[src/rtl/cosine_similarity_scorer_unit_defines.svh]
// Assertion macros shared by the cosine similarity scorer RTL.
// Expects clk_i and rst_ni in the scope of every use.
`ifndef COSINE_SIMILARITY_SCORER_UNIT_DEFINES_SVH
`define COSINE_SIMILARITY_SCORER_UNIT_DEFINES_SVH

// property must hold at every clock edge outside reset
`define CSIM_ASSERT(lbl, prop, msg) \
  lbl: assert property (@(posedge clk_i) disable iff (!rst_ni) (prop)) else $error(msg);

// expression must never be true outside reset
`define CSIM_NEVER(lbl, expr, msg) \
  lbl: assert property (@(posedge clk_i) disable iff (!rst_ni) !(expr)) else $error(msg);

`endif

[src/rtl/csim_pkg.sv]
// Types and constants for the cosine similarity scorer.
// No dependencies; used by every module of the block.
`default_nettype none

package csim_pkg;

  localparam int ElemW    = 16;           // element width, Q1.15
  localparam int ProdW    = 2 * ElemW;    // signed a*b
  localparam int SqW      = 2 * ElemW - 1; // a*a, at most 2^30
  localparam int DotW     = 41;
  localparam int NormW    = 40;
  localparam int ScoreW   = 16;
  localparam int NrmW     = 62;           // normalised norm, [2^60, 2^62)
  localparam int RootW    = 31;           // root of a normalised norm
  localparam int DenW     = 2 * RootW;
  localparam int RemW     = DenW + 1;
  localparam int KW       = 5;            // shift pairs, 0..30
  localparam int StepW    = 7;            // divide steps, up to 75
  localparam int QW       = 18;           // quotient incl. saturation headroom
  localparam int DivExtra = 15;
  localparam int QDepth   = 2;
  localparam int QPtrW    = $clog2(QDepth);
  localparam int QLvlW    = $clog2(QDepth + 1);

  localparam logic [QW-1:0] QSat      = QW'(65536);
  localparam logic [QW-1:0] ScoreHalf = QW'(32768);
  localparam logic [QW-1:0] ScoreTop  = QW'(65535);

  typedef struct packed {
    logic signed [ElemW-1:0] a_value;
    logic signed [ElemW-1:0] b_value;
    logic                    last_pair;
  } csim_in_t;

  typedef struct packed {
    logic [ScoreW-1:0] score;
    logic              degenerate;
    logic              overflow;
  } csim_out_t;

  // one closed vector pair, handed from accumulator to score engine
  typedef struct packed {
    logic signed [DotW-1:0] dot;
    logic [NormW-1:0]       norm_a;
    logic [NormW-1:0]       norm_b;
    logic                   too_many;
  } csim_job_t;

  typedef struct packed {
    logic      push;
    csim_job_t job;
  } csim_push_t;

  typedef struct packed {
    logic full;
    logic afull;
    logic empty;
  } csim_qstat_t;

endpackage

`default_nettype wire

[src/rtl/csim_fifo.sv]
// Short job queue between accumulator and score engine.
// Depends on csim_pkg and the assertion macro header.
`default_nettype none
`include "cosine_similarity_scorer_unit_defines.svh"

module csim_fifo (
  input  wire                   clk_i,
  input  wire                   rst_ni,
  input  csim_pkg::csim_push_t  push_i,
  input  wire                   pop_i,
  output csim_pkg::csim_job_t   job_o,
  output csim_pkg::csim_qstat_t stat_o
);
  import csim_pkg::*;

  csim_job_t        mem_q [QDepth];
  logic [QPtrW-1:0] wr_q, rd_q;
  logic [QLvlW-1:0] lvl_q;

  always_ff @(posedge clk_i) begin
    if (push_i.push) mem_q[wr_q] <= push_i.job;
  end

  always_ff @(posedge clk_i or negedge rst_ni) begin
    if (!rst_ni) begin
      wr_q  <= '0;
      rd_q  <= '0;
      lvl_q <= '0;
    end else begin
      if (push_i.push) wr_q <= (wr_q == QPtrW'(QDepth - 1)) ? '0 : wr_q + QPtrW'(1);
      if (pop_i)       rd_q <= (rd_q == QPtrW'(QDepth - 1)) ? '0 : rd_q + QPtrW'(1);
      case ({push_i.push, pop_i})
        2'b10:   lvl_q <= lvl_q + QLvlW'(1);
        2'b01:   lvl_q <= lvl_q - QLvlW'(1);
        default: lvl_q <= lvl_q;
      endcase
    end
  end

  assign job_o        = mem_q[rd_q];
  assign stat_o.full  = lvl_q == QLvlW'(QDepth);
  assign stat_o.afull = lvl_q >= QLvlW'(QDepth - 1);
  assign stat_o.empty = lvl_q == '0;

  `CSIM_NEVER(a_no_push_full, push_i.push && !pop_i && stat_o.full, "job queue overrun")
  `CSIM_NEVER(a_no_pop_empty, pop_i && stat_o.empty, "job queue underrun")
  `CSIM_ASSERT(a_lvl_ptrs, (lvl_q == '0 || lvl_q == QLvlW'(QDepth)) |-> (wr_q == rd_q),
               "queue level disagrees with pointers")

endmodule

`default_nettype wire

[config.mk]
export PLATFORM = sky130hd
export DESIGN_NAME = csim_fifo
export DESIGN_NICKNAME = d
export VERILOG_FILES = /design/src/rtl/csim_pkg.sv /design/src/rtl/csim_fifo.sv
export VERILOG_INCLUDE_DIRS = /design/src /design/src/rtl
export SDC_FILE = /design/constraint.sdc
export NUM_CORES = 1
export LEC_CHECK = 0
export ABC_AREA = 1
export BUFFER_PORTS_ARGS = -buffer_cell sky130_fd_sc_hd__buf_2
export CORE_MARGIN = 5
export CORE_UTILIZATION = 56
export DETAILED_ROUTE_END_ITERATION = 8
export PLACE_DENSITY = 0.84
export SYNTH_ARGS = -nofsm -noshare
export SYNTH_HDL_FRONTEND = slang
export SYNTH_SLANG_ARGS = --single-unit
[constraint.sdc]
create_clock -name clk_i -period 8.84 [get_ports clk_i]
set_input_delay 2.652 -clock clk_i [delete_from_list [all_inputs] [get_ports clk_i]]
set_output_delay 2.652 -clock clk_i [all_outputs]
set_load 0.005 [all_outputs]
==> results.md <==
### Outcome
• run status: complete, no violations

### Synth
• share of the yosys chip area belonging to registers: 80.29%
• synthesized netlist net count: 793
• post-synthesis instance total: 663
• syn avg cell area: 13.95 um^2
• largest cells by area after synthesis: edfxtp_1 79%, o21ai_0 5.8%, inv_1 5.3%
• number of storage elements in the synthesis netlist: 248
• top cell type's share of synthesized area: 79.21%
• cell area after technology mapping: 9250 um^2
• leading area contributor after synthesis: edfxtp_1
• count of distinct cell types in the synthesized netlist: 15
• Yosys warning count: 0

### Setup path
• critical path peak fanout: 95
• largest stage delay on the critical path: 0.77 ns
• cell breakdown of the critical path: buf_4, nand2_1, o21ai_0, buf_2
• Crit path arrival time: 2.53 ns
• Crit path required time: 6.19 ns
• Critical Path Sink Type: output pin
• cell with the largest stage delay on the worst path: dfrtp_4
• path type of the worst setup path: reg2out
• CP startpoint kind: register

### Drt
• aggregate routed wire length: 18190 um
• length of the first detailed-routing pass in iterations: 4
• WL per Instance: 15.73 um
• count of routing violations after the opening detailed-route iteration: 344
• vias per inst: 4.869
• remaining antenna violation count after routing: 0
• DRC: 0
• DR vias: 5628

### Clock network
• clock tree sinks: 248
• setup repair bufs after CTS: 0
• PostCTS Resize Cnt: 0
• CTS clock-pin slew for the worst setup and hold paths: 0.06 ns
• cts bufs inserted: 24
• H-tree levels: 1
• CTS Buffer Depth: 3
• cts hold-fix bufs: 0
• TritonCTS clock tree: done
• root buf cell: clkbuf_16
• clock insertion delay at the later pin of the skew report: 0.49 ns

### Timing
• worst-case headroom to the max-slew limit: 28.03%
• RSZ-0062 raised after global routing: false
• minimum clock period: 5.180 ns
• fraction of the cycle the final worst path needs: 58.59%
• number of failing hold endpoints at the final stage: 0
• post-route worst setup slack: 3.660 ns
• final max-slew violation count: 0
• post-route setup TNS: 0 ns
• final worst clock skew: 0.005852 ns
• Least-Margin Pin Slew: 1.080 ns
• highest clock frequency the design can meet: 193.1 MHz
• total setup violations reported at the end of the flow: 0

### Run
• number of maximum-capacitance violations: 0

### Power
• reported leakage power: 4.920 nW
• Total Power: 3.482 mW
• pwr dens: 305.3 nW/um^2
• largest vdd supply drop: 0.2260 mV

### GRT
• overall overflow remaining after global route: 0
• via count of the first global-routing pass: 5594
• first-pass GRT wire length: 28300 um
• largest net degree at the start of global routing: 96
• initial antenna violation count: 1
• overall routing resource usage: 18.14%

### Floorplanning
• die span in y: 138.5 um
• num ports: 251
• initial core utilization: 56.38%
• Die Span X: 138.5 um
• core region area: 16410 um^2
• die area: 19190 um^2
• placement row count: 47

### Placed design
• count of input and output buffers: 250
• placer's final routability congestion estimate: 0.7926
• post-detail-place hpwl: 12070 um
• DP Worst Slack: 4.189 ns

### Final layout
• fraction of final layout cells with drive strength greater than 1: 31.34%
• synthesis-to-layout area growth: 23.27%
• Filler Cells Inserted: 1084
• Layout Nets: 1047

### Hold path
• kind of path behind the tightest hold check: reg2reg

==> metrics by stage <==
step | area, um^2 | util, % | cells | hold WS, ns
3_3_place_gp | 10670 | 65.00 | 1111 | 0.4635
5_1_grt | 11400 | 69.50 | 1156 | 0.5001
3_5_place_dp | 10670 | 65.00 | 1111 | 0.4679
4_1_cts | 11400 | 69.48 | 1155 | 0.4759
2_1_floorplan | 9250 | - | 663 | 0.4465
6_report | 11400 | 69.50 | 1156 | 0.4728
==> placed cells by master, fill, tap and decap left out <==
master / count
xnor2_1: 1
clkinv_1: 6
clkbuf_16: 25
diode_2: 1
o21ai_0: 108
clkbuf_1: 3
nand2_1: 127
dfrtp_1: 3
o21ai_1: 14
bufinv_16: 1
clkinv_2: 9
ha_1: 4
edfxtp_1: 244
inv_4: 1
nor2_4: 1
nand3_1: 1
xor2_1: 2
buf_2: 250
inv_1: 129
dfrtp_4: 1
buf_4: 5
==> final cells by class <==
| cell class | count | area [um^2] | share of cell area (%) |
|---|---|---|---|
| inverter | 130 | 490.5 | 4.302 |
| tap | 220 | 275.3 | 2.414 |
| antenna | 1 | 2.502 | 0.02195 |
| clock buffer | 28 | 636.9 | 5.585 |
| timing repair buffer | 255 | 1289 | 11.30 |
| clock inverter | 16 | 97.59 | 0.8559 |
| multi-input combinational | 258 | 1180 | 10.35 |
| sequential | 248 | 7431 | 65.17 |
==> worst max-delay path, delay by kind of cell, from the launching register on <==
| family | cells | cell delay [ns] |
|---|---|---|
| DFF | 1 | 0.77 |
| AOI/OAI and AO/OA | 1 | 0.15 |
| and+or+nand+nor | 1 | 0.15 |
| buffers and inverters | 2 | 0.89 |
==> cell usage after synthesis <==
cell	count
buf_2	10
buf_4	1
buf_6	6
clkbuf_1	10
dfrtp_1	4
edfxtp_1	244
ha_1	4
inv_1	130
nand2_1	127
nand3_1	1
nor2_1	1
o21ai_0	108
o21ai_1	14
xnor2_1	1
xor2_1	2
==> report_power, final <==
group / total [mW] / internal (mW) / switching, mW
clock network: 0.935 / 0.543 / 0.392
logic: 0.894 / 0.334 / 0.560
registers: 1.65 / 1.56 / 0.0885
total: 3.48 / 2.44 / 1.04
==> layer usage <==
layer | GRT usage, % | vias to the layer above | wire [um]
met5 | 0 | - | 0
met2 | 32.17 | 196 | 9486
li1 | - | 2744 | -
met4 | 6.032 | 0 | 522
met1 | 21.88 | 2646 | 6916
met3 | 4.454 | 42 | 1262
==> registers in the layout, indices dropped and copies added, names as in the netlist <==
signal	cells
lvl_q	2
mem_q	244
rd_q	1
wr_q	1
==> kinds of logic (layout without fill, tap and decap cells) <==
| kind of cell | Yosys count | after routing | share of synthesized area [%] |
|---|---|---|---|
| adders and majority gates | 4 | 4 | 0.5411 |
| other | 0 | 1 | 0 |
| AOI/OAI and AO/OA | 122 | 122 | 6.601 |
| DFF | 248 | 248 | 80.29 |
| buffers and inverters | 157 | 429 | 7.034 |
| and+or+nand+nor | 129 | 129 | 5.248 |
| xor gates and xnor gates | 3 | 3 | 0.2841 |
==> path summary, 6_finish.rpt <==
| check | startpoint | to | slack, ns | depth (start not counted) |
|---|---|---|---|---|
| min reg2reg | lvl_q[0] | lvl_q[0] | 0.47 | 1 |
| max in group asynchronous | rst_ni | rd_q | 6.71 | 1 |
| min in group asynchronous | rst_ni | lvl_q[0] | 1.97 | 1 |
| min | lvl_q[0] | lvl_q[0] | 0.47 | 1 |
| max | rd_q | job_o[111] | 3.66 | 4 |
| max reg2reg | wr_q | mem_q[1][44] | 6.43 | 3 |
Power figures use the tool's default switching activity.
