### config.mk
export PLATFORM = sky130hd
export DESIGN_NAME = csim_front
export DESIGN_NICKNAME = d
export VERILOG_FILES = /design/src/rtl/cosine_similarity_scorer_unit_defines.svh /design/src/rtl/csim_pkg.sv /design/src/rtl/csim_front.sv
export SDC_FILE = /design/constraint.sdc
export NUM_CORES = 2
export LEC_CHECK = 0
export ABC_CLOCK_PERIOD_IN_PS = 2900
export BUFFER_PORTS_ARGS = -buffer_cell sky130_fd_sc_hd__buf_4
export CAP_MARGIN = 20
export CORE_UTILIZATION = 40
export CTS_BUF_LIST = sky130_fd_sc_hd__clkbuf_16
export DETAILED_ROUTE_END_ITERATION = 6
export GPL_TIMING_DRIVEN = 0
export HOLD_SLACK_MARGIN = 0.03
export SYNTH_ARGS = -nofsm -noshare
export SYNTH_HDL_FRONTEND = slang
export SYNTH_SLANG_ARGS = --single-unit
### constraint.sdc
create_clock -name clk_i -period 2.9 [get_ports clk_i]
set_input_delay 0.145 -clock clk_i [delete_from_list [all_inputs] [get_ports clk_i]]
set_output_delay 0.145 -clock clk_i [all_outputs]
set_load 0.01 [all_outputs]
### src/rtl/cosine_similarity_scorer_unit_defines.svh
// Assertion macros shared by the cosine similarity scorer RTL.
// Expects clk_i and rst_ni in the scope of every use.
`ifndef COSINE_SIMILARITY_SCORER_UNIT_DEFINES_SVH
`define COSINE_SIMILARITY_SCORER_UNIT_DEFINES_SVH

// property must hold at every clock edge outside reset
`define CSIM_ASSERT(lbl, prop, msg) \
  lbl: assert property (@(posedge clk_i) disable iff (!rst_ni) (prop)) else $error(msg);

// expression must never be true outside reset
`define CSIM_NEVER(lbl, expr, msg) \
  lbl: assert property (@(posedge clk_i) disable iff (!rst_ni) !(expr)) else $error(msg);

`endif

### src/rtl/csim_pkg.sv
// Types and constants for the cosine similarity scorer.
// No dependencies; used by every module of the block.
`default_nettype none

package csim_pkg;

  localparam int ElemW    = 16;           // element width, Q1.15
  localparam int ProdW    = 2 * ElemW;    // signed a*b
  localparam int SqW      = 2 * ElemW - 1; // a*a, at most 2^30
  localparam int DotW     = 41;
  localparam int NormW    = 40;
  localparam int ScoreW   = 16;
  localparam int NrmW     = 62;           // normalised norm, [2^60, 2^62)
  localparam int RootW    = 31;           // root of a normalised norm
  localparam int DenW     = 2 * RootW;
  localparam int RemW     = DenW + 1;
  localparam int KW       = 5;            // shift pairs, 0..30
  localparam int StepW    = 7;            // divide steps, up to 75
  localparam int QW       = 18;           // quotient incl. saturation headroom
  localparam int DivExtra = 15;
  localparam int QDepth   = 2;
  localparam int QPtrW    = $clog2(QDepth);
  localparam int QLvlW    = $clog2(QDepth + 1);

  localparam logic [QW-1:0] QSat      = QW'(65536);
  localparam logic [QW-1:0] ScoreHalf = QW'(32768);
  localparam logic [QW-1:0] ScoreTop  = QW'(65535);

  typedef struct packed {
    logic signed [ElemW-1:0] a_value;
    logic signed [ElemW-1:0] b_value;
    logic                    last_pair;
  } csim_in_t;

  typedef struct packed {
    logic [ScoreW-1:0] score;
    logic              degenerate;
    logic              overflow;
  } csim_out_t;

  // one closed vector pair, handed from accumulator to score engine
  typedef struct packed {
    logic signed [DotW-1:0] dot;
    logic [NormW-1:0]       norm_a;
    logic [NormW-1:0]       norm_b;
    logic                   too_many;
  } csim_job_t;

  typedef struct packed {
    logic      push;
    csim_job_t job;
  } csim_push_t;

  typedef struct packed {
    logic full;
    logic afull;
    logic empty;
  } csim_qstat_t;

endpackage

`default_nettype wire

### src/rtl/csim_front.sv
// Front end: element pair accumulator (dot product, two sums of squares, count).
// Depends on csim_pkg; hands each closed vector to the job queue.
`default_nettype none

module csim_front #(
  parameter int MAX_ELEMENTS = 512
) (
  input  wire                   clk_i,
  input  wire                   rst_ni,
  input  wire                   accept_i,
  input  csim_pkg::csim_in_t    item_i,
  output logic                  pending_last_o,
  output csim_pkg::csim_push_t  push_o
);
  import csim_pkg::*;

  localparam int CntW = $clog2(MAX_ELEMENTS + 1);

  logic [CntW-1:0]         cnt_q, cnt_d;
  logic                    tm_q, tm_d;
  logic                    use_pair;
  logic                    s1_valid_q, s1_last_q, s1_use_q, s1_tm_q;
  logic signed [ProdW-1:0] prod_ab_q;
  logic [SqW-1:0]          prod_aa_q, prod_bb_q;
  logic signed [ProdW-1:0] mul_ab, mul_aa, mul_bb;
  logic signed [DotW-1:0]  dot_q, dot_next;
  logic [NormW-1:0]        na_q, nb_q, na_next, nb_next;

  assign use_pair = cnt_q < CntW'(MAX_ELEMENTS);
  assign mul_ab   = item_i.a_value * item_i.b_value;
  assign mul_aa   = item_i.a_value * item_i.a_value;
  assign mul_bb   = item_i.b_value * item_i.b_value;

  always_comb begin
    cnt_d = cnt_q;
    tm_d  = tm_q;
    if (accept_i) begin
      if (item_i.last_pair) begin
        cnt_d = '0;
        tm_d  = 1'b0;
      end else begin
        if (use_pair) cnt_d = cnt_q + CntW'(1);
        tm_d = tm_q | ~use_pair;
      end
    end
  end

  // product stage
  always_ff @(posedge clk_i or negedge rst_ni) begin
    if (!rst_ni) begin
      cnt_q      <= '0;
      tm_q       <= 1'b0;
      s1_valid_q <= 1'b0;
      s1_last_q  <= 1'b0;
      s1_use_q   <= 1'b0;
      s1_tm_q    <= 1'b0;
    end else begin
      cnt_q      <= cnt_d;
      tm_q       <= tm_d;
      s1_valid_q <= accept_i;
      s1_last_q  <= item_i.last_pair;
      s1_use_q   <= use_pair;
      s1_tm_q    <= tm_q | ~use_pair;
    end
  end

  always_ff @(posedge clk_i) begin
    if (accept_i) begin
      prod_ab_q <= mul_ab;
      prod_aa_q <= mul_aa[SqW-1:0];
      prod_bb_q <= mul_bb[SqW-1:0];
    end
  end

  always_comb begin
    dot_next = dot_q;
    na_next  = na_q;
    nb_next  = nb_q;
    if (s1_use_q) begin
      dot_next = dot_q + {{(DotW-ProdW){prod_ab_q[ProdW-1]}}, prod_ab_q};
      na_next  = na_q + {{(NormW-SqW){1'b0}}, prod_aa_q};
      nb_next  = nb_q + {{(NormW-SqW){1'b0}}, prod_bb_q};
    end
  end

  // accumulate stage; sums clear once a vector closes
  always_ff @(posedge clk_i or negedge rst_ni) begin
    if (!rst_ni) begin
      dot_q <= '0;
      na_q  <= '0;
      nb_q  <= '0;
    end else if (s1_valid_q) begin
      if (s1_last_q) begin
        dot_q <= '0;
        na_q  <= '0;
        nb_q  <= '0;
      end else begin
        dot_q <= dot_next;
        na_q  <= na_next;
        nb_q  <= nb_next;
      end
    end
  end

  assign pending_last_o       = s1_valid_q & s1_last_q;
  assign push_o.push          = s1_valid_q & s1_last_q;
  assign push_o.job.dot       = dot_next;
  assign push_o.job.norm_a    = na_next;
  assign push_o.job.norm_b    = nb_next;
  assign push_o.job.too_many  = s1_tm_q;

endmodule

`default_nettype wire

==> impl_results.md <==
- Outcome: complete, but fails checks
- Failing checks: negative setup slack
- TritonCTS Buffers: 26
- Max Cap Viol: 0
- Skew final: 0.0110 ns
- Normalized max-slew margin: 25.6%
- Detailed Route Iter0 Violations: 2,166
- Die H: 327 um
- RR Startpoint: nb_q[14]
- Syn Std Cell Area: 42,200 um^2
- Core area: 104,000 um^2
- Vias per cell: 5.29
- I/O pins: 160
- Most common cell after layout, fill and taps aside: inv_1
- Min-delay src: accept_i
- Clk Latency, worst-skew pair: 0.56 ns
- Post-route cell area: 55,100 um^2
- Total placed instance area: 46,900 um^2
- Vias in the first global route: 36,039
- Syn Area/Cell: 9.27 um^2
- Hold crit path type: input port to register
- CTS max path bufs: 3
- Largest stage delay, worst path: 0.58 ns
- Root buffer cell: clkbuf_16
- Critical-path top delay cell: fa_1
- Syn nets: 5,672
- Cells after Synth: 4,556
- Critical Path Start Type: input port
- Clk sinks: 228
- Post-layout min period: 5.87 ns
- Synth cell types: 84
- Register-to-Register Path Depth: 12
- Initial antenna violation count: 7
- Fin crit share: 203%
- Drt wl/cell: 21.5 um
- #FFs+latches synth: 228
- Setup CP Type: input port to register
- Commonest cells after routing, fill and taps aside: inv_1, fa_1, buf_4, nand2_1, ha_1
- Total Routed Length: 139 mm
- Reg2Reg Setup Slack: -0.36 ns
- Dominant synthesized flop cell: dfrtp_1
- Pre-CTS setup slack: -4.84 ns
- Ratio of cells with drive above 1 in the final layout: 26.5%
- Htree depth: 1
- Die area: 107,000 um^2
- Critical-path cell list: clkbuf_8 > inv_1 > nor2_1 > fa_1 > fa_1 > fa_1 > fa_1 > fa_1 > inv_1 > fa_1 > inv_1 > ha_1 > nor2b_2 > nor3_2 > inv_1 > a311oi_4 > nor4b_4 > o21a_1 > o31a_1 > xnor2_4
- Number of max-slew violations in the final report: 0
- Worst-margin pin slew: 1.12 ns
- FMAX: 170 MHz
- CP Data Arrival Time: 6.22 ns
- RSZ-0062 raised after global routing: yes
- TritonRoute pass-1 iters: 5
- TritonCTS clock tree: done
- Min setup slack post-route: -2.97 ns
- Crit. End Element: register
- Initial Util: 40.6%
- Ys async rst share: 59.6%
- Worst Path Required: 3.25 ns
- Total gr overflow: 0
- Cell count of the worst hold path: 1
- NumNets Final: 6,177
- CP Max Fanout: 9
- HPWL after DPL: 106 mm
- Top cell by count, worst path: fa_1
- Number of remaining DRC errors: 0
- CTS clk-pin slew, worst paths: 0.07 ns
- Post-synth EDFFs: 92
- Largest net degree at the start of global routing: 83
- Seq/Total Area, Yosys: 14.6%
- Worst R2R End: nb_q[31]
- Yosys warns: 0
- Hold Crit Endpoint: prod_bb_q[5]
- First-pass GRT wire length: 212 mm
- Total number of vias: 34,205
- Fin Setup TNS: -212.10 ns
- Post-DRT Antenna Nets: 0
- Gr usage total: 26.0%
- Row Count: 118
- Gpl congestion: 0.955
- Final hold vios: 0
- Setup violators final: 208
- Die Width: 327 um
- Port-buffer cells: 151
- Layout area overhead: 30.4%
==> routing by layer <==
metal  wire length (um)  up-vias  global-route usage, %
li1                   -    15428                      -
met1              58700    17494                   35.0
met2              66200     1048                   43.5
met3               8710      235                   3.08
met4               5180        0                   8.46
met5                  0        -                      0
==> critical path, delay by kind of cell <==
kind,cells,cell delay [ns]
xor gates and xnor gates,1,0.31
adders and majority gates,7,3.31
and+or+nand+nor,4,0.66
buffers and inverters,5,0.86
AOI/OAI and AO/OA,3,0.92
==> final cells by class <==
type | instances | area [um^2]
diodes | 2 | 5.00
inverters | 977 | 3740
multi-input cells | 3169 | 35800
clock buffers | 29 | 726
repair buffers | 479 | 4310
fillers | 9326 | 49000
clock inverters | 19 | 135
well taps | 1380 | 1730
plain buffers | 180 | 2410
flip-flops and latches | 228 | 6170
==> state kept, by name, summed over array words and instances, names as in the netlist <==
name,count
cnt_q,10
dot_q,41
na_q,40
nb_q,40
prod_aa_q,30
prod_ab_q,32
prod_bb_q,30
s1_last_q,1
s1_tm_q,1
s1_use_q,1
s1_valid_q,1
tm_q,1
==> synth_stat cells, drive strengths merged (45+ instances only) <==
library cell	count	area share [%]
a22o	53	1.1
xor2	71	1.5
a21oi	194	2.3
nand2	410	3.6
fa	721	34
clkbuf	163	1.5
and2	150	2.2
o21ai	92	1.1
xnor2	166	3.4
inv	971	8.6
mux2	64	1.7
nor2	258	2.3
ha	359	11
a21o	89	1.6
dfrtp	136	8.1
edfxtp	92	6.5
nand3	45	0.53
o2bb2ai	45	0.93
==> cell families after synthesis <==
family | synth area share (%)
compound gates | 11.5
xor+xnor | 4.91
buf+inv | 10.3
fa+ha+maj | 44.8
flops | 14.6
simple gates | 11.8
mux | 1.99
==> timing repair <==
| item | in CTS | in global routing |
|---|---|---|
| hold buffers | 4 | 0 |
| endpoints found under the hold margin | 60 | 0 |
| resized for setup | 753 | 192 |
| setup buffers | 254 | 72 |
| pin swaps | 269 | 199 |
| cloned | 2 | 2 |
| endpoints found under the setup margin | 254 | 236 |
==> worst max-delay path by stage <==
stage          cells past startpoint       start       endpoint  slack [ns]
4_1_cts                           21  item_i[31]  prod_ab_q[31]       -2.93
6_report                          20  item_i[27]  prod_ab_q[31]       -2.97
3_5_place_dp                      21   item_i[5]  prod_ab_q[31]       -4.84
2_1_floorplan                     21  item_i[24]  prod_ab_q[31]       -2.84
3_3_place_gp                      21   item_i[5]  prod_ab_q[31]       -4.82
5_1_grt                           26  item_i[25]  prod_ab_q[28]       -3.10
==> through the flow <==
stage	hold slack [ns]	cells	util, %
final	0.0524	6463	52.9
after global routing	0.0626	6461	52.9
after CTS	0.0440	6395	51.6
after detailed placement	0.174	6090	45.0
after global placement	0.323	6087	45.0
after floorplan	-0.151	4556	-
Power is not shown: default switching activity piles up to over one toggle a cycle in this logic, so the estimate is an artifact.
