**src/rtl/cosine_similarity_scorer_unit_defines.svh**
```systemverilog
// Assertion macros shared by the cosine similarity scorer RTL.
// Expects clk_i and rst_ni in the scope of every use.
`ifndef COSINE_SIMILARITY_SCORER_UNIT_DEFINES_SVH
`define COSINE_SIMILARITY_SCORER_UNIT_DEFINES_SVH

// property must hold at every clock edge outside reset
`define CSIM_ASSERT(lbl, prop, msg) \
  lbl: assert property (@(posedge clk_i) disable iff (!rst_ni) (prop)) else $error(msg);

// expression must never be true outside reset
`define CSIM_NEVER(lbl, expr, msg) \
  lbl: assert property (@(posedge clk_i) disable iff (!rst_ni) !(expr)) else $error(msg);

`endif

```
**src/rtl/csim_pkg.sv**
```systemverilog
// Types and constants for the cosine similarity scorer.
// No dependencies; used by every module of the block.
`default_nettype none

package csim_pkg;

  localparam int ElemW    = 16;           // element width, Q1.15
  localparam int ProdW    = 2 * ElemW;    // signed a*b
  localparam int SqW      = 2 * ElemW - 1; // a*a, at most 2^30
  localparam int DotW     = 41;
  localparam int NormW    = 40;
  localparam int ScoreW   = 16;
  localparam int NrmW     = 62;           // normalised norm, [2^60, 2^62)
  localparam int RootW    = 31;           // root of a normalised norm
  localparam int DenW     = 2 * RootW;
  localparam int RemW     = DenW + 1;
  localparam int KW       = 5;            // shift pairs, 0..30
  localparam int StepW    = 7;            // divide steps, up to 75
  localparam int QW       = 18;           // quotient incl. saturation headroom
  localparam int DivExtra = 15;
  localparam int QDepth   = 2;
  localparam int QPtrW    = $clog2(QDepth);
  localparam int QLvlW    = $clog2(QDepth + 1);

  localparam logic [QW-1:0] QSat      = QW'(65536);
  localparam logic [QW-1:0] ScoreHalf = QW'(32768);
  localparam logic [QW-1:0] ScoreTop  = QW'(65535);

  typedef struct packed {
    logic signed [ElemW-1:0] a_value;
    logic signed [ElemW-1:0] b_value;
    logic                    last_pair;
  } csim_in_t;

  typedef struct packed {
    logic [ScoreW-1:0] score;
    logic              degenerate;
    logic              overflow;
  } csim_out_t;

  // one closed vector pair, handed from accumulator to score engine
  typedef struct packed {
    logic signed [DotW-1:0] dot;
    logic [NormW-1:0]       norm_a;
    logic [NormW-1:0]       norm_b;
    logic                   too_many;
  } csim_job_t;

  typedef struct packed {
    logic      push;
    csim_job_t job;
  } csim_push_t;

  typedef struct packed {
    logic full;
    logic afull;
    logic empty;
  } csim_qstat_t;

endpackage

`default_nettype wire

```
**src/rtl/csim_back.sv**
```systemverilog
// Back end: norm normalisation, paired square roots, multiply and
// restoring divide to the Q0.16 score. Depends on csim_pkg and macro header.
`default_nettype none
`include "cosine_similarity_scorer_unit_defines.svh"

module csim_back (
  input  wire                   clk_i,
  input  wire                   rst_ni,
  input  wire                   empty_i,
  input  csim_pkg::csim_job_t   job_i,
  output logic                  pop_o,
  output logic                  res_valid_o,
  output csim_pkg::csim_out_t   res_o
);
  import csim_pkg::*;

  typedef enum logic [5:0] {
    ST_IDLE = 6'b000001,
    ST_NORM = 6'b000010,
    ST_SQRT = 6'b000100,
    ST_MUL  = 6'b001000,
    ST_DIV  = 6'b010000,
    ST_FIN  = 6'b100000
  } bstate_e;

  bstate_e                state_q, state_d;
  logic [NrmW-1:0]        va_q, vb_q, resa_q, resb_q, bit_q;
  logic [KW-1:0]          ka_q, kb_q;
  logic signed [DotW-1:0] dot_q;
  logic                   tm_q;
  logic [DenW-1:0]        den_q;
  logic [RemW-1:0]        rem_q;
  logic [QW-1:0]          q_q;
  logic [StepW-1:0]       steps_q;
  logic                   neg_q;
  logic                   res_valid_q;
  csim_out_t              res_q;

  logic                   norm_a_ok, norm_b_ok, degen;
  logic [NrmW-1:0]        trial_a, trial_b;
  logic [DotW-1:0]        mag;
  logic [RemW-1:0]        rem_sh, rem_nx;
  logic [QW-1:0]          q_nx, ceil_q, pos_q;
  logic [ScoreW-1:0]      score_fin;

  assign norm_a_ok = |va_q[NrmW-1 -: 2];
  assign norm_b_ok = |vb_q[NrmW-1 -: 2];
  assign degen     = (job_i.norm_a == '0) || (job_i.norm_b == '0);
  assign trial_a   = resa_q + bit_q;
  assign trial_b   = resb_q + bit_q;
  assign mag       = dot_q[DotW-1] ? (~dot_q + DotW'(1)) : dot_q;

  // one restoring divide step
  always_comb begin
    rem_sh = {rem_q[RemW-2:0], 1'b0};
    q_nx   = {q_q[QW-2:0], 1'b0};
    rem_nx = rem_sh;
    if (rem_sh >= {1'b0, den_q}) begin
      rem_nx  = rem_sh - {1'b0, den_q};
      q_nx[0] = 1'b1;
    end
  end

  // negative cosine rounds the magnitude up
  always_comb begin
    ceil_q = q_q + ((rem_q != '0) ? QW'(1) : QW'(0));
    pos_q  = q_q + ScoreHalf;
    if (neg_q) begin
      score_fin = (ceil_q >= ScoreHalf) ? '0 : ScoreW'(ScoreHalf - ceil_q);
    end else begin
      score_fin = (pos_q > ScoreTop) ? ScoreTop[ScoreW-1:0] : pos_q[ScoreW-1:0];
    end
  end

  always_comb begin
    state_d = state_q;
    pop_o   = 1'b0;
    unique case (state_q)
      ST_IDLE: begin
        if (!empty_i) begin
          pop_o = 1'b1;
          if (!degen) state_d = ST_NORM;
        end
      end
      ST_NORM: if (norm_a_ok && norm_b_ok) state_d = ST_SQRT;
      ST_SQRT: if (bit_q[0]) state_d = ST_MUL;
      ST_MUL:  state_d = ST_DIV;
      ST_DIV:  if (q_nx > QSat || steps_q == StepW'(1)) state_d = ST_FIN;
      ST_FIN:  state_d = ST_IDLE;
      default: state_d = ST_IDLE;
    endcase
  end

  always_ff @(posedge clk_i or negedge rst_ni) begin
    if (!rst_ni) begin
      state_q     <= ST_IDLE;
      res_valid_q <= 1'b0;
    end else begin
      state_q     <= state_d;
      res_valid_q <= (state_q == ST_IDLE && pop_o && degen) || state_q == ST_FIN;
    end
  end

  always_ff @(posedge clk_i) begin
    unique case (state_q)
      ST_IDLE: begin
        dot_q <= job_i.dot;
        tm_q  <= job_i.too_many;
        va_q  <= {{(NrmW-NormW){1'b0}}, job_i.norm_a};
        vb_q  <= {{(NrmW-NormW){1'b0}}, job_i.norm_b};
        ka_q  <= '0;
        kb_q  <= '0;
        resa_q <= '0;
        resb_q <= '0;
        bit_q  <= NrmW'(1) << (NrmW - 2);
        if (pop_o && degen) begin
          res_q.score      <= '0;
          res_q.degenerate <= 1'b1;
          res_q.overflow   <= job_i.too_many;
        end
      end
      ST_NORM: begin
        if (!norm_a_ok) begin
          va_q <= va_q << 2;
          ka_q <= ka_q + KW'(1);
        end
        if (!norm_b_ok) begin
          vb_q <= vb_q << 2;
          kb_q <= kb_q + KW'(1);
        end
      end
      ST_SQRT: begin
        if (va_q >= trial_a) begin
          va_q   <= va_q - trial_a;
          resa_q <= (resa_q >> 1) + bit_q;
        end else begin
          resa_q <= resa_q >> 1;
        end
        if (vb_q >= trial_b) begin
          vb_q   <= vb_q - trial_b;
          resb_q <= (resb_q >> 1) + bit_q;
        end else begin
          resb_q <= resb_q >> 1;
        end
        bit_q <= bit_q >> 2;
      end
      ST_MUL: begin
        den_q   <= resa_q[RootW-1:0] * resb_q[RootW-1:0];
        rem_q   <= {{(RemW-DotW){1'b0}}, mag};
        q_q     <= '0;
        neg_q   <= dot_q[DotW-1];
        steps_q <= StepW'(ka_q) + StepW'(kb_q) + StepW'(DivExtra);
      end
      ST_DIV: begin
        rem_q   <= rem_nx;
        q_q     <= (q_nx > QSat) ? QSat : q_nx;
        steps_q <= steps_q - StepW'(1);
      end
      ST_FIN: begin
        res_q.score      <= score_fin;
        res_q.degenerate <= 1'b0;
        res_q.overflow   <= tm_q;
      end
      default: ;
    endcase
  end

  assign res_valid_o = res_valid_q;
  assign res_o       = res_q;

  `CSIM_ASSERT(a_res_src, res_valid_q |-> ($past(state_q) == ST_FIN ||
               $past(state_q) == ST_IDLE), "result strobe from a working state")
  `CSIM_NEVER(a_q_bound, state_q == ST_DIV && q_q > QSat, "quotient beyond saturation")
  `CSIM_ASSERT(a_sqrt_norm, (state_q == ST_SQRT && $past(state_q) == ST_NORM) |->
               (norm_a_ok && norm_b_ok), "square root started on an unnormalised norm")

endmodule

`default_nettype wire
```
**config.mk**
```make
export PLATFORM = sky130hd
export DESIGN_NAME = csim_back
export DESIGN_NICKNAME = d
export VERILOG_FILES = /design/src/rtl/csim_pkg.sv /design/src/rtl/csim_back.sv
export VERILOG_INCLUDE_DIRS = /design/src /design/src/rtl
export SDC_FILE = /design/constraint.sdc
export NUM_CORES = 2
export LEC_CHECK = 0
export ABC_AREA = 1
export ABC_CLOCK_PERIOD_IN_PS = 20600
export BUFFER_PORTS_ARGS = -buffer_cell sky130_fd_sc_hd__buf_2
export CAP_MARGIN = 10
export CORE_MARGIN = 5
export CORE_UTILIZATION = 60
export CTS_CLUSTER_DIAMETER = 200
export DETAILED_ROUTE_END_ITERATION = 8
export GPL_ROUTABILITY_DRIVEN = 0
export GPL_TIMING_DRIVEN = 1
export PLACE_DENSITY_LB_ADDON = 0.3
export SLEW_MARGIN = 20
export SYNTH_ARGS = -nofsm -noshare
export SYNTH_HDL_FRONTEND = slang
export SYNTH_SLANG_ARGS = --single-unit
```
**constraint.sdc**
```tcl
create_clock -name clk_i -period 20.6 [get_ports clk_i]
set_input_delay 1.03 -clock clk_i [delete_from_list [all_inputs] [get_ports clk_i]]
set_output_delay 1.03 -clock clk_i [all_outputs]
set_load 0.02 [all_outputs]
```
==> flow_summary_export.csv <==
group,metric,value,unit
run_status,outcome,"complete, no violations",
hold_path,hp-class,"input port to async pin",
clock_tree,clock-sinks,507,
die,die_x,383,um
cells_and_area,nets,13500,
critical_path,critical_path.slowest_cell,"edfxtp_1",
clock_tree,cts_tree,"yes",
timing,rsz0062_at_grt,"no",
detailed_routing,drt_first_pass_iters,7,
cells_and_area,fin_area,88100,um2
detailed_routing,drt-initial-drc-count,11500,
critical_path,cp_max_fo,22,
timing,maxSlewViolCount,0,
global_routing,antenna_found_initial,5,
die,die-area,147000,um2
timing,fin_crit_sh,40.5,%
detailed_routing,routedWlPerCell,20.5,um
placed_design,placed_area,85900,um2
placed_design,dp_slack,12.75,ns
detailed_routing,route.detailed.drc,0,
clock_tree,clockRootBuffer,"clkbuf_16",
clock_tree,post_cts_buffers,0,
clock_tree,ctsResizeCount,0,
critical_path,crit_type,"flop to flop",
global_routing,grt_pass1_vias,80300,
timing,relSlewSlack,17.1,%
timing,clock_skew,0.107,ns
yosys,yosys.area.top_type,"fa_1",
placed_design,port_buffers,144,
cells_and_area,area_delta_synth_final,5.33,%
flow_run,maxCapViolCount,0,
detailed_routing,wl,284,mm
clock_tree,cts-htree-levels,2,
timing,worst_pin_slew,1.23,ns
yosys,netlist_area,83600,um2
detailed_routing,detail-route-antenna-nets,0,
detailed_routing,vias,83400,
clock_tree,cts_hold_buf,0,
die,rows,137,
global_routing,grt_use_met3,9.87,%
clock_tree,cts_buffers,61,
timing,fin_crit,8.35,ns
yosys,syn_area_per_cell,6.98,um2
critical_path,critical-path-top-delay-family,"adder cells",
global_routing,grt_usage,37.6,%
global_routing,grt_remaining_overflow,0,
yosys,synthFlopType,"edfxtp_1",
timing,setup_tns,0,ns
timing,timing.final.hold_violations,0,
detailed_routing,via_per_inst,6.02,
yosys,synth-edff-count,500,
critical_path,cp_common_cell,"fa_1",
yosys,yosysUniqueCellTypes,70,
critical_path,crit_buf_inv,6,
global_routing,grt.busiest_layer,"met2",
yosys,syn_nets,13500,
critical_path,cp_cell_sequence,"buf_4, nand2_1, fa_1, fa_1, fa_1, fa_1, inv_1, fa_1, fa_1, fa_1, inv_1, fa_1, inv_1, ha_1, nand2_1, nor2_1, inv_1, nor2_1, inv_1, nor3_1, nand3b_1, nand4_1, nand2_1",
cells_and_area,drive_above_1_share,3.75,%
clock_tree,clk_latency,0.75,ns
timing,fmax,0.120,GHz
die,core_region_area,139000,um2
critical_path,crit_arrival,8.75,ns
global_routing,grtUsageMet2,58.0,%
global_routing,grt_pass1_wl,436,mm
placed_design,dp_hpwl,222,mm
critical_path,cp.required,21.00,ns
die,die_y,383,um
yosys,ys_seq_area_share,18.2,%
yosys,synth_common_cells,"nand2_1 (3,058), inv_1 (2,498), nor2_1 (1,141), fa_1 (841), a21oi_1 (668)",
critical_path,r2r_setup_slack,12.25,ns
clock_tree,cts_max_path_buffers,3,
yosys,synthTopCellsByArea,"fa_1 (20%), edfxtp_1 (18%), nand2_1 (14%)",
critical_path,start_kind,"flop",
critical_path,max_stage_delay,1.16,ns
global_routing,grt_max_degree,107,
critical_path,end_kind,"flop",
timing,fin_ws,12.25,ns
timing,setup_viol,0,
yosys,yosys.area.top_type_share,20.1,%
yosys,async_reset_ff_share,1.38,%
global_routing,met1_usage,48.2,%
clock_tree,path_clk_slew,0.07,ns
yosys,syn_inst,12000,
yosys,yosysWarnings,0,
die,initial_utilization,60.2,%
yosys,synth.most_common_cell,"nand2_1",
yosys,ys_ff_latch,507,
die,ios,145,
## cells in the final DEF, fill, tap and decap left out, types with 14 or more instances in the layout
| cell type | count |
|---|---|
| nand2_1 | 3056 |
| inv_1 | 2495 |
| nor2_1 | 1141 |
| fa_1 | 841 |
| a21oi_1 | 666 |
| o21ai_0 | 622 |
| ha_1 | 588 |
| nand3_1 | 528 |
| edfxtp_1 | 500 |
| xor2_1 | 157 |
| buf_2 | 144 |
| xnor2_1 | 138 |
| nand4_1 | 128 |
| nor3_1 | 96 |
| o21ai_1 | 92 |
| buf_4 | 88 |
| o21bai_1 | 75 |
| o211ai_1 | 63 |
| clkbuf_16 | 61 |
| nor4_1 | 60 |
| a21o_1 | 53 |
| a31oi_1 | 50 |
| a21boi_0 | 25 |
| or2_2 | 24 |
| nand3b_1 | 22 |
| o21a_1 | 21 |
| a21oi_2 | 17 |
| and3_1 | 14 |
| clkinv_1 | 14 |
## final timing paths
kind	from	to	cells past startpoint
max in group asynchronous	rst_ni	state_q[0]	1
min	rst_ni	res_valid_o	1
min reg2reg	va_q[54]	va_q[56]	2
max reg2reg	resa_q[21]	den_q[47]	23
max	resa_q[21]	den_q[47]	23
min in group clk_i	job_i[110]	dot_q[29]	1
## sequential cells by signal, indices dropped and copies added, names as in the netlist, 6 cells and up
register / count
steps_q: 7
state_q: 6
bit_q: 31
dot_q: 41
res_o: 18
rem_q: 63
vb_q: 62
q_q: 18
resb_q: 62
resa_q: 62
va_q: 62
den_q: 62
## metrics by stage
step	utilization, %	hold slack, ns	std cells
final	63.4	0.129	13900
after global routing	63.4	0.133	13800
after CTS	63.4	0.109	13800
after detailed placement	61.8	0.542	13700
after global placement	61.8	0.539	13700
after floorplan	-	0.424	12000
## routing by layer
| layer | routed length, um | vias to the layer above |
|---|---|---|
| met4 | 20500 | 4 |
| met2 | 122000 | 6175 |
| li1 | - | 37300 |
| met3 | 38800 | 1380 |
| met1 | 103000 | 38500 |
| met5 | 32 | - |
## worst register-to-register path: stages, from the launching register on
cell      delay [ns]
edfxtp_1        1.16
buf_4           0.48
nand2_1         0.13
fa_1            0.52
fa_1            0.55
fa_1            0.52
fa_1            0.51
inv_1           0.05
fa_1            0.55
fa_1            0.43
fa_1            0.49
inv_1           0.05
fa_1            0.47
inv_1           0.04
ha_1            0.37
nand2_1         0.13
nor2_1          0.15
inv_1           0.09
nor2_1          0.19
inv_1           0.17
nor3_1          0.55
nand3b_1        0.20
nand4_1         0.12
nand2_1         0.07
## final cells by class
| cell class | instances | area, um2 |
|---|---|---|
| multi-input combinational | 8604 | 57500 |
| fill | 12200 | 50900 |
| sequential | 507 | 15200 |
| inverter | 2514 | 9440 |
| tap | 1876 | 2350 |
| clock buffer | 69 | 1560 |
| timing repair buffer | 232 | 1380 |
| clock inverter | 45 | 646 |
| antenna | 4 | 10.0 |
## kinds of logic after synthesis
| kind of cell | Yosys count | share of synthesized area [%] |
|---|---|---|
| fa+ha+maj | 1429 | 28.9 |
| xor+xnor | 297 | 3.13 |
| simple gates | 5140 | 25.2 |
| compound gates | 1736 | 11.5 |
| flops | 507 | 18.2 |
| buf+inv | 2865 | 13.1 |
| mux | 2 | 0.0254 |
Power is left out: the tool's default activity adds up to more than one toggle a clock period on the data nets, which glitch-free logic cannot reach.
